===== src/sv/sbld_pkg.sv =====
// ----------------------------------------------------------------------------
// sbld_pkg
// Types, constants and helper functions of the spectrum bar LED driver.
// ----------------------------------------------------------------------------
package sbld_pkg;

    // default geometry
    localparam int P_BANDS          = 7;
    localparam int P_LEDS_PER_BAND  = 8;
    localparam int P_HISTORY_FRAMES = 10;

    localparam int LVL_W    = 3;
    localparam int SUM_W    = 7;
    localparam int LIT_W    = 4;
    localparam int SIL_W    = 7;
    localparam int THR_W    = 7;
    localparam int LFSR_W   = 16;
    localparam int SAMPLE_W = 10;
    localparam int CFG_W    = 16;

    localparam logic [SIL_W-1:0]  C_IDLE_HOLD  = 7'd100;
    localparam logic [SIL_W-1:0]  C_SILENT_MAX = 7'd127;
    localparam logic [THR_W-1:0]  C_THR_RST    = 7'd5;
    localparam logic [LFSR_W-1:0] C_SEED_RST   = 16'd1;
    localparam logic [LFSR_W-1:0] C_LFSR_TAPS  = 16'hB400;

    // configuration register indexes
    localparam logic [0:0] C_REG_IDLE_THR = 1'b0;
    localparam logic [0:0] C_REG_SEED     = 1'b1;

    typedef enum logic [1:0] {
        ST_IDLE,
        ST_UPD,
        ST_CLOSE,
        ST_EMIT
    } t_state;

    typedef struct packed {
        logic [SAMPLE_W-1:0] band_sample;
        logic [2:0]          band_index;
    } t_in_item;

    typedef struct packed {
        logic [5:0] pixel_index;
        logic [7:0] red;
        logic [7:0] green;
        logic [7:0] blue;
        logic       idle_mode;
        logic       last_pixel;
    } t_out_item;

    typedef struct packed {
        logic [7:0] r;
        logic [7:0] g;
        logic [7:0] b;
    } t_rgb;

    // control from the frame logic to the pixel generator
    typedef struct packed {
        logic              start;
        logic              idle;
        logic              seed_load;
        logic [LFSR_W-1:0] seed;
    } t_pix_ctrl;

    typedef struct packed {
        logic busy;
    } t_pix_stat;

    // right-shift Galois step
    function automatic logic [LFSR_W-1:0] lfsr_step(input logic [LFSR_W-1:0] v);
        logic [LFSR_W-1:0] s;
        s = v >> 1;
        if (v[0]) begin
            s = s ^ C_LFSR_TAPS;
        end
        return s;
    endfunction

    // 256 = 1 mod 255, so fold the two bytes and correct once or twice
    function automatic logic [7:0] mod255(input logic [LFSR_W-1:0] v);
        logic [8:0] s;
        logic [8:0] r;
        s = 9'(v[15:8]) + 9'(v[7:0]);
        if (s >= 9'd510) begin
            r = 9'd0;
        end else if (s >= 9'd255) begin
            r = s - 9'd255;
        end else begin
            r = s;
        end
        return r[7:0];
    endfunction

    function automatic t_rgb band_colour(input logic [2:0] b);
        t_rgb c;
        case (b)
            3'd0:    c = '{8'd139, 8'd0,   8'd255};
            3'd1:    c = '{8'd255, 8'd0,   8'd0};
            3'd2:    c = '{8'd255, 8'd127, 8'd0};
            3'd3:    c = '{8'd255, 8'd255, 8'd0};
            3'd4:    c = '{8'd0,   8'd255, 8'd0};
            3'd5:    c = '{8'd0,   8'd255, 8'd255};
            3'd6:    c = '{8'd0,   8'd0,   8'd255};
            default: c = '{8'd75,  8'd0,   8'd130};
        endcase
        return c;
    endfunction

endpackage


===== src/sv/sbld_hist_ram.sv =====
// ----------------------------------------------------------------------------
// sbld_hist_ram
// Level history memory: one write and one registered read port, with a
// valid bit per entry so that unwritten entries read as zero after reset.
// ----------------------------------------------------------------------------
module sbld_hist_ram #(
    parameter int DEPTH  = 70,
    parameter int ADDR_W = 7,
    parameter int DATA_W = 3
) (
    input  logic              i_clk,
    input  logic              i_rst_n,
    input  logic              i_rd_en,
    input  logic [ADDR_W-1:0] i_rd_addr,
    input  logic              i_wr_en,
    input  logic [ADDR_W-1:0] i_wr_addr,
    input  logic [DATA_W-1:0] i_wr_data,
    output logic [DATA_W-1:0] o_rd_data
);

    logic [DATA_W-1:0] r_mem [DEPTH];
    logic [DEPTH-1:0]  r_vld;
    logic [DATA_W-1:0] r_rd_data;
    logic              r_rd_vld;

    always_ff @(posedge i_clk) begin
        if (i_wr_en) begin
            r_mem[i_wr_addr] <= i_wr_data;
        end
        if (i_rd_en) begin
            r_rd_data <= r_mem[i_rd_addr];
        end
    end

    always_ff @(posedge i_clk) begin
        if (!i_rst_n) begin
            r_vld    <= '0;
            r_rd_vld <= 1'b0;
        end else begin
            if (i_wr_en) begin
                r_vld[i_wr_addr] <= 1'b1;
            end
            if (i_rd_en) begin
                r_rd_vld <= r_vld[i_rd_addr];
            end
        end
    end

    assign o_rd_data = r_rd_vld ? r_rd_data : '0;

endmodule


===== src/sv/sbld_pixel_gen.sv =====
// ----------------------------------------------------------------------------
// sbld_pixel_gen
// Walks the bars of one frame in serpentine order into an output register,
// one pixel per cycle unless the output stalls; owns the idle colour LFSR.
// ----------------------------------------------------------------------------
module sbld_pixel_gen #(
    parameter int BANDS         = 7,
    parameter int LEDS_PER_BAND = 8
) (
    input  logic                   i_clk,
    input  logic                   i_rst_n,
    input  sbld_pkg::t_pix_ctrl    i_ctrl,
    output sbld_pkg::t_pix_stat    o_stat,
    input  logic [sbld_pkg::LIT_W-1:0] i_lit [BANDS],
    output logic                   o_out_valid,
    input  logic                   i_out_stall,
    output sbld_pkg::t_out_item    o_out_data
);

    import sbld_pkg::*;

    localparam int BAND_W = (BANDS > 1) ? $clog2(BANDS) : 1;
    localparam int PIX_W  = (LEDS_PER_BAND > 1) ? $clog2(LEDS_PER_BAND) : 1;

    logic              r_busy;
    logic              r_idle;
    logic [BAND_W-1:0] r_band;
    logic [PIX_W-1:0]  r_pix;
    logic [LFSR_W-1:0] r_lfsr;
    logic              r_out_vld;
    t_out_item         r_out;

    logic              w_load;
    logic              w_last;
    logic [LFSR_W-1:0] w_v1, w_v2, w_v3;
    logic [5:0]        w_base;
    logic [5:0]        w_pos;
    logic              w_on;
    t_rgb              w_col;

    assign w_load = r_busy && (!r_out_vld || !i_out_stall);
    assign w_last = (r_band == BAND_W'(BANDS - 1)) && (r_pix == PIX_W'(LEDS_PER_BAND - 1));

    assign w_v1 = lfsr_step(r_lfsr);
    assign w_v2 = lfsr_step(w_v1);
    assign w_v3 = lfsr_step(w_v2);

    // odd bands run up the chain, even bands run down
    assign w_base = 6'(int'(r_band) * LEDS_PER_BAND);
    assign w_pos  = r_band[0] ? (w_base + 6'(r_pix))
                              : (w_base + 6'(LEDS_PER_BAND - 1) - 6'(r_pix));
    assign w_on   = LIT_W'(r_pix) < i_lit[r_band];
    assign w_col  = band_colour(3'(r_band));

    always_ff @(posedge i_clk) begin
        if (!i_rst_n) begin
            r_busy    <= 1'b0;
            r_idle    <= 1'b0;
            r_band    <= '0;
            r_pix     <= '0;
            r_lfsr    <= C_SEED_RST;
            r_out_vld <= 1'b0;
        end else begin
            if (i_ctrl.seed_load) begin
                r_lfsr <= (i_ctrl.seed == '0) ? LFSR_W'(1) : i_ctrl.seed;
            end
            if (i_ctrl.start) begin
                r_busy <= 1'b1;
                r_idle <= i_ctrl.idle;
                r_band <= '0;
                r_pix  <= '0;
            end else if (w_load) begin
                if (r_idle) begin
                    r_lfsr <= w_v3;
                end
                if (w_last) begin
                    r_busy <= 1'b0;
                end else if (r_pix == PIX_W'(LEDS_PER_BAND - 1)) begin
                    r_pix  <= '0;
                    r_band <= r_band + BAND_W'(1);
                end else begin
                    r_pix <= r_pix + PIX_W'(1);
                end
            end
            if (w_load) begin
                r_out_vld <= 1'b1;
            end else if (!i_out_stall) begin
                r_out_vld <= 1'b0;
            end
        end
    end

    always_ff @(posedge i_clk) begin
        if (w_load) begin
            r_out.pixel_index <= w_pos;
            r_out.idle_mode   <= r_idle;
            r_out.last_pixel  <= w_last;
            if (r_idle) begin
                r_out.red   <= mod255(w_v1);
                r_out.green <= mod255(w_v2);
                r_out.blue  <= mod255(w_v3);
            end else if (w_on) begin
                r_out.red   <= w_col.r;
                r_out.green <= w_col.g;
                r_out.blue  <= w_col.b;
            end else begin
                r_out.red   <= 8'd0;
                r_out.green <= 8'd0;
                r_out.blue  <= 8'd0;
            end
        end
    end

    assign o_stat.busy = r_busy;
    assign o_out_valid = r_out_vld;
    assign o_out_data  = r_out;

endmodule


===== src/sv/spectrum_bar_led_driver_unit.sv =====
// ----------------------------------------------------------------------------
// spectrum_bar_led_driver_unit
// Audio spectrum bar graph driver: band samples in, LED pixels out.
// ----------------------------------------------------------------------------
// Input channel: one request per band sample (i_in_valid / o_in_stall).
// Send bands 0 .. BANDS-1 in order; the last band closes a frame. A band
// index at or above BANDS is taken and dropped.
// Each sample first reads the level history memory, then writes back the
// new level and updates the band sum. A frame close adds a state for the
// silence decision, then BANDS*LEDS_PER_BAND pixel requests (56 by
// default) leave at one per cycle while the receiver does not stall; the
// first is valid once the pixel generator has registered its busy flag and
// then the pixel in its output register. The input stalls while a sample
// is updated and while a frame is closed and drawn, and opens again in the
// cycle after the last pixel enters the output register.
// Output channel (o_out_valid / i_out_stall): a stall holds the pixel in
// the output register and pauses the pixel walk.
// Configuration: i_cfg_we writes i_cfg_data to register i_cfg_idx at once
// (0: idle threshold, 1: LFSR seed, which is loaded straight into the LFSR).
// Reset clears the history (per entry valid bits), the sums, the silent
// frame count and the slot, and loads threshold 5 and seed 1.
// ----------------------------------------------------------------------------
module spectrum_bar_led_driver_unit #(
    parameter int BANDS          = sbld_pkg::P_BANDS,
    parameter int LEDS_PER_BAND  = sbld_pkg::P_LEDS_PER_BAND,
    parameter int HISTORY_FRAMES = sbld_pkg::P_HISTORY_FRAMES
) (
    input  logic                       i_clk,
    input  logic                       i_rst_n,
    input  logic                       i_in_valid,
    output logic                       o_in_stall,
    input  sbld_pkg::t_in_item         i_in_data,
    output logic                       o_out_valid,
    input  logic                       i_out_stall,
    output sbld_pkg::t_out_item        o_out_data,
    input  logic                       i_cfg_we,
    input  logic [0:0]                 i_cfg_idx,
    input  logic [sbld_pkg::CFG_W-1:0] i_cfg_data
);

    import sbld_pkg::*;

    localparam int DEPTH  = HISTORY_FRAMES * BANDS;
    localparam int ADDR_W = (DEPTH > 1) ? $clog2(DEPTH) : 1;
    localparam int SLOT_W = (HISTORY_FRAMES > 1) ? $clog2(HISTORY_FRAMES) : 1;
    localparam int BAND_W = (BANDS > 1) ? $clog2(BANDS) : 1;

    t_state             r_state, n_state;
    logic [THR_W-1:0]   r_thr;
    logic [SLOT_W-1:0]  r_slot;
    logic [SIL_W-1:0]   r_silent;
    logic [SAMPLE_W-1:0] r_sample;
    logic [BAND_W-1:0]  r_band;
    logic [ADDR_W-1:0]  r_addr;
    logic [SUM_W-1:0]   r_sum [BANDS];
    logic [LIT_W-1:0]   r_lit [BANDS];

    logic               w_accept;
    logic               w_band_ok;
    logic [ADDR_W-1:0]  w_rd_addr;
    logic [LVL_W-1:0]   w_old_lvl;
    logic [13:0]        w_prod;
    logic [13:0]        w_ceil_num;
    logic [LVL_W-1:0]   w_lvl;
    logic [LIT_W-1:0]   w_q0;
    logic [LIT_W-1:0]   w_lit;
    logic               w_active;
    logic [SIL_W-1:0]   w_inc;
    logic               w_idle;
    t_pix_ctrl          w_pix_ctrl;
    t_pix_stat          w_pix_stat;

    assign w_band_ok = {1'b0, i_in_data.band_index} < 4'(BANDS);
    assign w_accept  = i_in_valid && (r_state == ST_IDLE);
    assign w_rd_addr = ADDR_W'(int'(r_slot) * BANDS + int'(i_in_data.band_index));

    // level = floor(s*L/1024); lit = ceil(s*L/1023), where the quotient of
    // the numerator by 1024 is low by at most one
    assign w_prod     = 14'(r_sample) * 14'(LEDS_PER_BAND);
    assign w_lvl      = LVL_W'(w_prod >> 10);
    assign w_ceil_num = w_prod + 14'd1022;
    assign w_q0       = LIT_W'(w_ceil_num >> 10);
    assign w_lit      = w_q0 + LIT_W'((11'(w_ceil_num[9:0]) + 11'(w_q0)) >= 11'd1023);

    always_comb begin
        w_active = 1'b0;
        for (int b = 0; b < BANDS; b++) begin
            if (r_sum[b] >= SUM_W'(HISTORY_FRAMES)) begin
                w_active = 1'b1;
            end
        end
    end

    assign w_inc  = (r_silent == C_SILENT_MAX) ? r_silent : r_silent + SIL_W'(1);
    assign w_idle = !w_active && (w_inc > r_thr);

    sbld_hist_ram #(
        .DEPTH  (DEPTH),
        .ADDR_W (ADDR_W),
        .DATA_W (LVL_W)
    ) u_hist_ram (
        .i_clk     (i_clk),
        .i_rst_n   (i_rst_n),
        .i_rd_en   (w_accept && w_band_ok),
        .i_rd_addr (w_rd_addr),
        .i_wr_en   (r_state == ST_UPD),
        .i_wr_addr (r_addr),
        .i_wr_data (w_lvl),
        .o_rd_data (w_old_lvl)
    );

    always_comb begin
        w_pix_ctrl.start     = (r_state == ST_CLOSE);
        w_pix_ctrl.idle      = w_idle;
        w_pix_ctrl.seed_load = i_cfg_we && (i_cfg_idx == C_REG_SEED);
        w_pix_ctrl.seed      = i_cfg_data;
    end

    sbld_pixel_gen #(
        .BANDS         (BANDS),
        .LEDS_PER_BAND (LEDS_PER_BAND)
    ) u_pixel_gen (
        .i_clk       (i_clk),
        .i_rst_n     (i_rst_n),
        .i_ctrl      (w_pix_ctrl),
        .o_stat      (w_pix_stat),
        .i_lit       (r_lit),
        .o_out_valid (o_out_valid),
        .i_out_stall (i_out_stall),
        .o_out_data  (o_out_data)
    );

    always_ff @(posedge i_clk) begin
        if (!i_rst_n) begin
            r_state <= ST_IDLE;
        end else begin
            r_state <= n_state;
        end
    end

    always_comb begin
        n_state    = r_state;
        o_in_stall = (r_state != ST_IDLE);
        unique case (r_state)
            ST_IDLE: begin
                if (w_accept && w_band_ok) begin
                    n_state = ST_UPD;
                end
            end
            ST_UPD: begin
                n_state = (r_band == BAND_W'(BANDS - 1)) ? ST_CLOSE : ST_IDLE;
            end
            ST_CLOSE: begin
                n_state = ST_EMIT;
            end
            ST_EMIT: begin
                if (!w_pix_stat.busy) begin
                    n_state = ST_IDLE;
                end
            end
            default: n_state = ST_IDLE;
        endcase
    end

    always_ff @(posedge i_clk) begin
        if (!i_rst_n) begin
            r_thr    <= C_THR_RST;
            r_slot   <= '0;
            r_silent <= '0;
            for (int b = 0; b < BANDS; b++) begin
                r_sum[b] <= '0;
            end
        end else begin
            if (i_cfg_we) begin
                unique case (i_cfg_idx)
                    C_REG_IDLE_THR: r_thr <= THR_W'(i_cfg_data);
                    C_REG_SEED:     ;
                    default:        ;
                endcase
            end
            if (r_state == ST_UPD) begin
                r_sum[r_band] <= r_sum[r_band] - SUM_W'(w_old_lvl) + SUM_W'(w_lvl);
            end
            if (r_state == ST_CLOSE) begin
                r_slot <= (r_slot == SLOT_W'(HISTORY_FRAMES - 1)) ? '0
                                                                  : r_slot + SLOT_W'(1);
                if (w_active) begin
                    r_silent <= '0;
                end else if (w_idle) begin
                    r_silent <= C_IDLE_HOLD;
                end else begin
                    r_silent <= w_inc;
                end
            end
        end
    end

    // hold the request that is being worked on
    always_ff @(posedge i_clk) begin
        if (w_accept && w_band_ok) begin
            r_sample <= i_in_data.band_sample;
            r_band   <= BAND_W'(i_in_data.band_index);
            r_addr   <= w_rd_addr;
        end
        if (r_state == ST_UPD) begin
            r_lit[r_band] <= w_lit;
        end
    end

endmodule


===== config.mk =====
export PLATFORM = sky130hd
export DESIGN_NAME = spectrum_bar_led_driver_unit
export DESIGN_NICKNAME = d
export VERILOG_FILES = /design/src/sv/sbld_pkg.sv /design/src/sv/sbld_hist_ram.sv /design/src/sv/sbld_pixel_gen.sv /design/src/sv/spectrum_bar_led_driver_unit.sv
export SDC_FILE = /design/constraint.sdc
export NUM_CORES = 1
export LEC_CHECK = 0
export BUFFER_PORTS_ARGS = -buffer_cell sky130_fd_sc_hd__buf_4
export CAP_MARGIN = 10
export CORE_ASPECT_RATIO = 1.2
export CORE_MARGIN = 5
export CORE_UTILIZATION = 63
export DETAILED_ROUTE_END_ITERATION = 16
export PLACE_DENSITY = 0.79
export SLEW_MARGIN = 5
export SYNTH_ARGS = -nofsm -noshare
export SYNTH_HDL_FRONTEND = slang
export SYNTH_HIERARCHICAL = 1
export SYNTH_SLANG_ARGS = --single-unit

===== constraint.sdc =====
create_clock -name i_clk -period 5.5 [get_ports i_clk]
set_input_delay 0.825 -clock i_clk [delete_from_list [all_inputs] [get_ports i_clk]]
set_output_delay 0.825 -clock i_clk [all_outputs]
set_load 0.05 [all_outputs]

==> flow_metrics.env <==
export IMPL_arrival_ns=4.73
export IMPL_core_area_mm2=0.0349
export IMPL_async_reset_ff_share_pct=0
export IMPL_fmax_mhz=235
export IMPL_syn_nets=1785
export IMPL_crit_start="r_slot[0]"
export IMPL_finalMaxSlewViolations=0
export IMPL_drt_iter0_drc=1073
export IMPL_ant_nets=0
export IMPL_rsz0062_at_grt="no"
export IMPL_ff_latch_area_mm2=0.0128
export IMPL_postSynthAreaPerCell_um2=13.3
export IMPL_hold_viol=0
export IMPL_power_density_mw_per_mm2=322
export IMPL_r2r_start="r_slot[0]"
export IMPL_cts_resized=0
export IMPL_antenna_found_initial=0
export IMPL_seq_area_frac_synth_pct=57.7
export IMPL_wl_per_cell_um=21.4
export IMPL_die_h_um=216
export IMPL_clockBufferDepth=3
export IMPL_synth_cell_types=93
export IMPL_finalSetupViolCount=0
export IMPL_start_kind="flop"
export IMPL_post_cts_buffers=0
export IMPL_first_pass_iters=5
export IMPL_min_path_type="in -> reg"
export IMPL_worst_setup_path_type="reg -> reg"
export IMPL_worstReg2RegEnd="u_hist_ram/r_rd_vld"
export IMPL_ctsHtreeMaxLevel=2
export IMPL_port_buffers=68
export IMPL_grt_overflow=0
export IMPL_synth_top_family_by_area="multiplexers"
export IMPL_status="finished clean"
export IMPL_synth_top_area_cell="edfxtp_1"
export IMPL_synth_compound_area_share_pct=10.8
export IMPL_drive_gt1_share_pct=15.3
export IMPL_cts_tree="done"
export IMPL_clkSinkCount=468
export IMPL_die_area_mm2=0.0391
export IMPL_synth_xor_area_share_pct=1.97
export IMPL_slew_headroom_pct=25.3
export IMPL_ys_warn_count=6
export IMPL_area_growth_pct=10.9
export IMPL_ys_flop_type="edfxtp_1"
export IMPL_ys_ff_latch=468
export IMPL_synth_area_mux_share_pct=11.7
export IMPL_num_vias=14000
export IMPL_synth_edf_count=342
export IMPL_tightest_slew_ns=1.12
export IMPL_yosysTopAreaCellShare_pct=46.3
export IMPL_setup_tns_ns=0
export IMPL_netlist_area_mm2=0.0222
export IMPL_grt_pass1_vias=14300
export IMPL_crit_end="u_hist_ram/r_rd_vld"
export IMPL_drc=0
export IMPL_p_total_mw=7.92
export IMPL_max_cap_violations=0
export IMPL_vdd_drop_max_mv=0.312
export IMPL_power_leakage_nw=9.09
export IMPL_post_route_period_util_pct=77.2
export IMPL_period_needed_ns=4.25
export IMPL_synthAdderAreaFrac_pct=4.66
export IMPL_viasPerCell=6.28
export IMPL_row_count=75
export IMPL_routed_wl_mm=47.7
export IMPL_dp_hpwl_mm=32.4
export IMPL_synthSimpleGateAreaFrac_pct=10.2
export IMPL_end_kind="flop"
export IMPL_r2r_slack_ns=1.25
export IMPL_multiInputGateArea_mm2=0.00876
export IMPL_synth_area_leaders="edfxtp_1 46%, dfxtp_1 11%, mux4_2 7.1%"
export IMPL_crit_required_ns=5.98
export IMPL_rr_worst_depth=14
export IMPL_cts_root_buf="clkbuf_16"
export IMPL_die_width_um=181
export IMPL_boundaryPins=69
export IMPL_grt_usage_pct=24.3
export IMPL_ctsHoldBuffers=0
export IMPL_diodes=0
export IMPL_gp_congestion=0.930
export IMPL_synth_cells=1674
export IMPL_nFillCells=2326
export IMPL_grt_pass1_wl_mm=76.4
export IMPL_clk_latency_ns=0.56
export IMPL_skew_ns=0.0147
export IMPL_numCtsBuffers=45
export IMPL_layout_nets=1843
export IMPL_start_util_pct=63.5
export IMPL_path_clk_slew_ns=0.06
export IMPL_crit_fanout=9
export IMPL_grt_max_degree=75
[area by class of cell]
cell class	instances	area share [%]
sequential	468	52.0
multi-input combinational	1064	35.6
clock buffer	61	5.28
timing repair buffer	81	2.51
tap	462	2.35
clock inverter	23	1.15
inverter	72	1.10
[registers in the layout, indices dropped and copies added, names as in the netlist, 3 cells and up, named ones only]
name / flops
r_addr: 7
r_band: 3
r_lit: 28
r_sample: 10
r_silent: 7
r_slot: 4
r_sum: 56
r_thr: 7
u_hist_ram/r_mem: 210
u_hist_ram/r_rd_data: 3
u_hist_ram/r_vld: 70
u_pixel_gen/o_out_data: 32
u_pixel_gen/r_band: 3
u_pixel_gen/r_lfsr: 16
u_pixel_gen/r_pix: 3
[worst max-delay path, stage by stage (launching register included)]
cell,delay [ns]
dfxtp_1,0.41
fa_1,0.56
inv_1,0.05
fa_1,0.48
inv_1,0.08
ha_1,0.31
a21o_1,0.18
a21oi_1,0.21
o21bai_1,0.09
a21oi_1,0.17
xnor2_1,0.35
or4b_2,0.63
a2111oi_0,0.40
a32oi_1,0.13
o21ai_1,0.12
[report_power, final]
part / internal [mW] / total [mW] / switching, mW
sequential: 3.84 / 3.89 / 0.0516
clock: 1.95 / 3.24 / 1.30
combinational: 0.320 / 0.785 / 0.465
total: 6.11 / 7.92 / 1.81
[synthesized netlist by cell type (6+ instances only)]
cell type,count
a211oi_1,6
a21boi_0,15
a21o_1,14
a21oi_1,39
a22oi_1,13
a31oi_1,6
a32oi_1,6
and2_1,19
buf_2,14
buf_4,9
buf_6,8
clkbuf_1,33
dfxtp_1,126
edfxtp_1,342
fa_1,11
ha_1,65
inv_1,71
mux2_2,7
mux2i_1,38
mux4_1,21
mux4_2,70
nand2_1,131
nand2b_1,18
nand3_1,33
nand4_1,11
nor2_1,159
nor2b_1,21
nor3_1,18
nor3b_1,7
nor4_1,11
o211a_1,18
o211ai_1,12
o21a_1,74
o21ai_0,61
o21bai_1,7
o31ai_1,8
xnor2_1,28
xor2_1,22
[layer usage]
layer  GRT usage [%]  share of wire [%]
met1            29.9                 38
met2            43.6                 52
met3            3.77                5.7
met4            8.73                3.8
met5               0                  0
[how the worst min path moves through the flow]
stage | start | end | depth (start not counted)
floorplan | u_hist_ram/r_vld[13] | u_hist_ram/r_vld[13] | 1
global placement | u_hist_ram/r_vld[64] | u_hist_ram/r_vld[64] | 1
detailed placement | u_hist_ram/r_vld[64] | u_hist_ram/r_vld[64] | 1
CTS | i_in_data[6] | r_sample[3] | 1
global route | i_in_data[12] | r_sample[9] | 1
finish | i_in_data[6] | r_sample[3] | 1
[stage by stage]
step | setup slack, ns | cells | hold WS [ns] | util, % | instance area [µm²]
floorplan | 1.64 | 1674 | 0.432 | - | 22200
global placement | 1.39 | 2146 | 0.439 | 65.9 | 23000
detailed placement | 1.26 | 2146 | 0.448 | 65.9 | 23000
CTS | 1.29 | 2230 | 0.420 | 70.5 | 24600
global route | 1.03 | 2231 | 0.422 | 70.5 | 24600
finish | 1.25 | 2231 | 0.439 | 70.5 | 24600
[placed cells by master (no fill, tap or decap), types with 12 or more instances in the layout]
cell type and instances:
o211a_1 18, and2_1 19, mux2i_1 38, xnor2_1 28
nor2_1 159, dfxtp_1 126, mux4_2 70, o211ai_1 12
mux4_1 21, buf_4 79, clkbuf_16 48, xor2_1 21
o21a_1 74, a21o_1 14, ha_1 63, nand2_1 131
a21oi_1 39, inv_1 71, nor3_1 18, a21boi_0 15
nor2b_1 21, a22oi_1 13, nand3_1 33, edfxtp_1 342
o21ai_0 61, nand2b_1 18
[logic make-up (layout without fill, tap and decap cells)]
logic type	Yosys count	count (layout)
adders and majority gates	76	76
AOI/OAI and AO/OA	331	331
muxes	136	136
buffers and inverters	142	237
and+or+nand+nor	471	471
DFF	468	468
xor gates and xnor gates	50	50
Power figures use the tool's default switching activity.
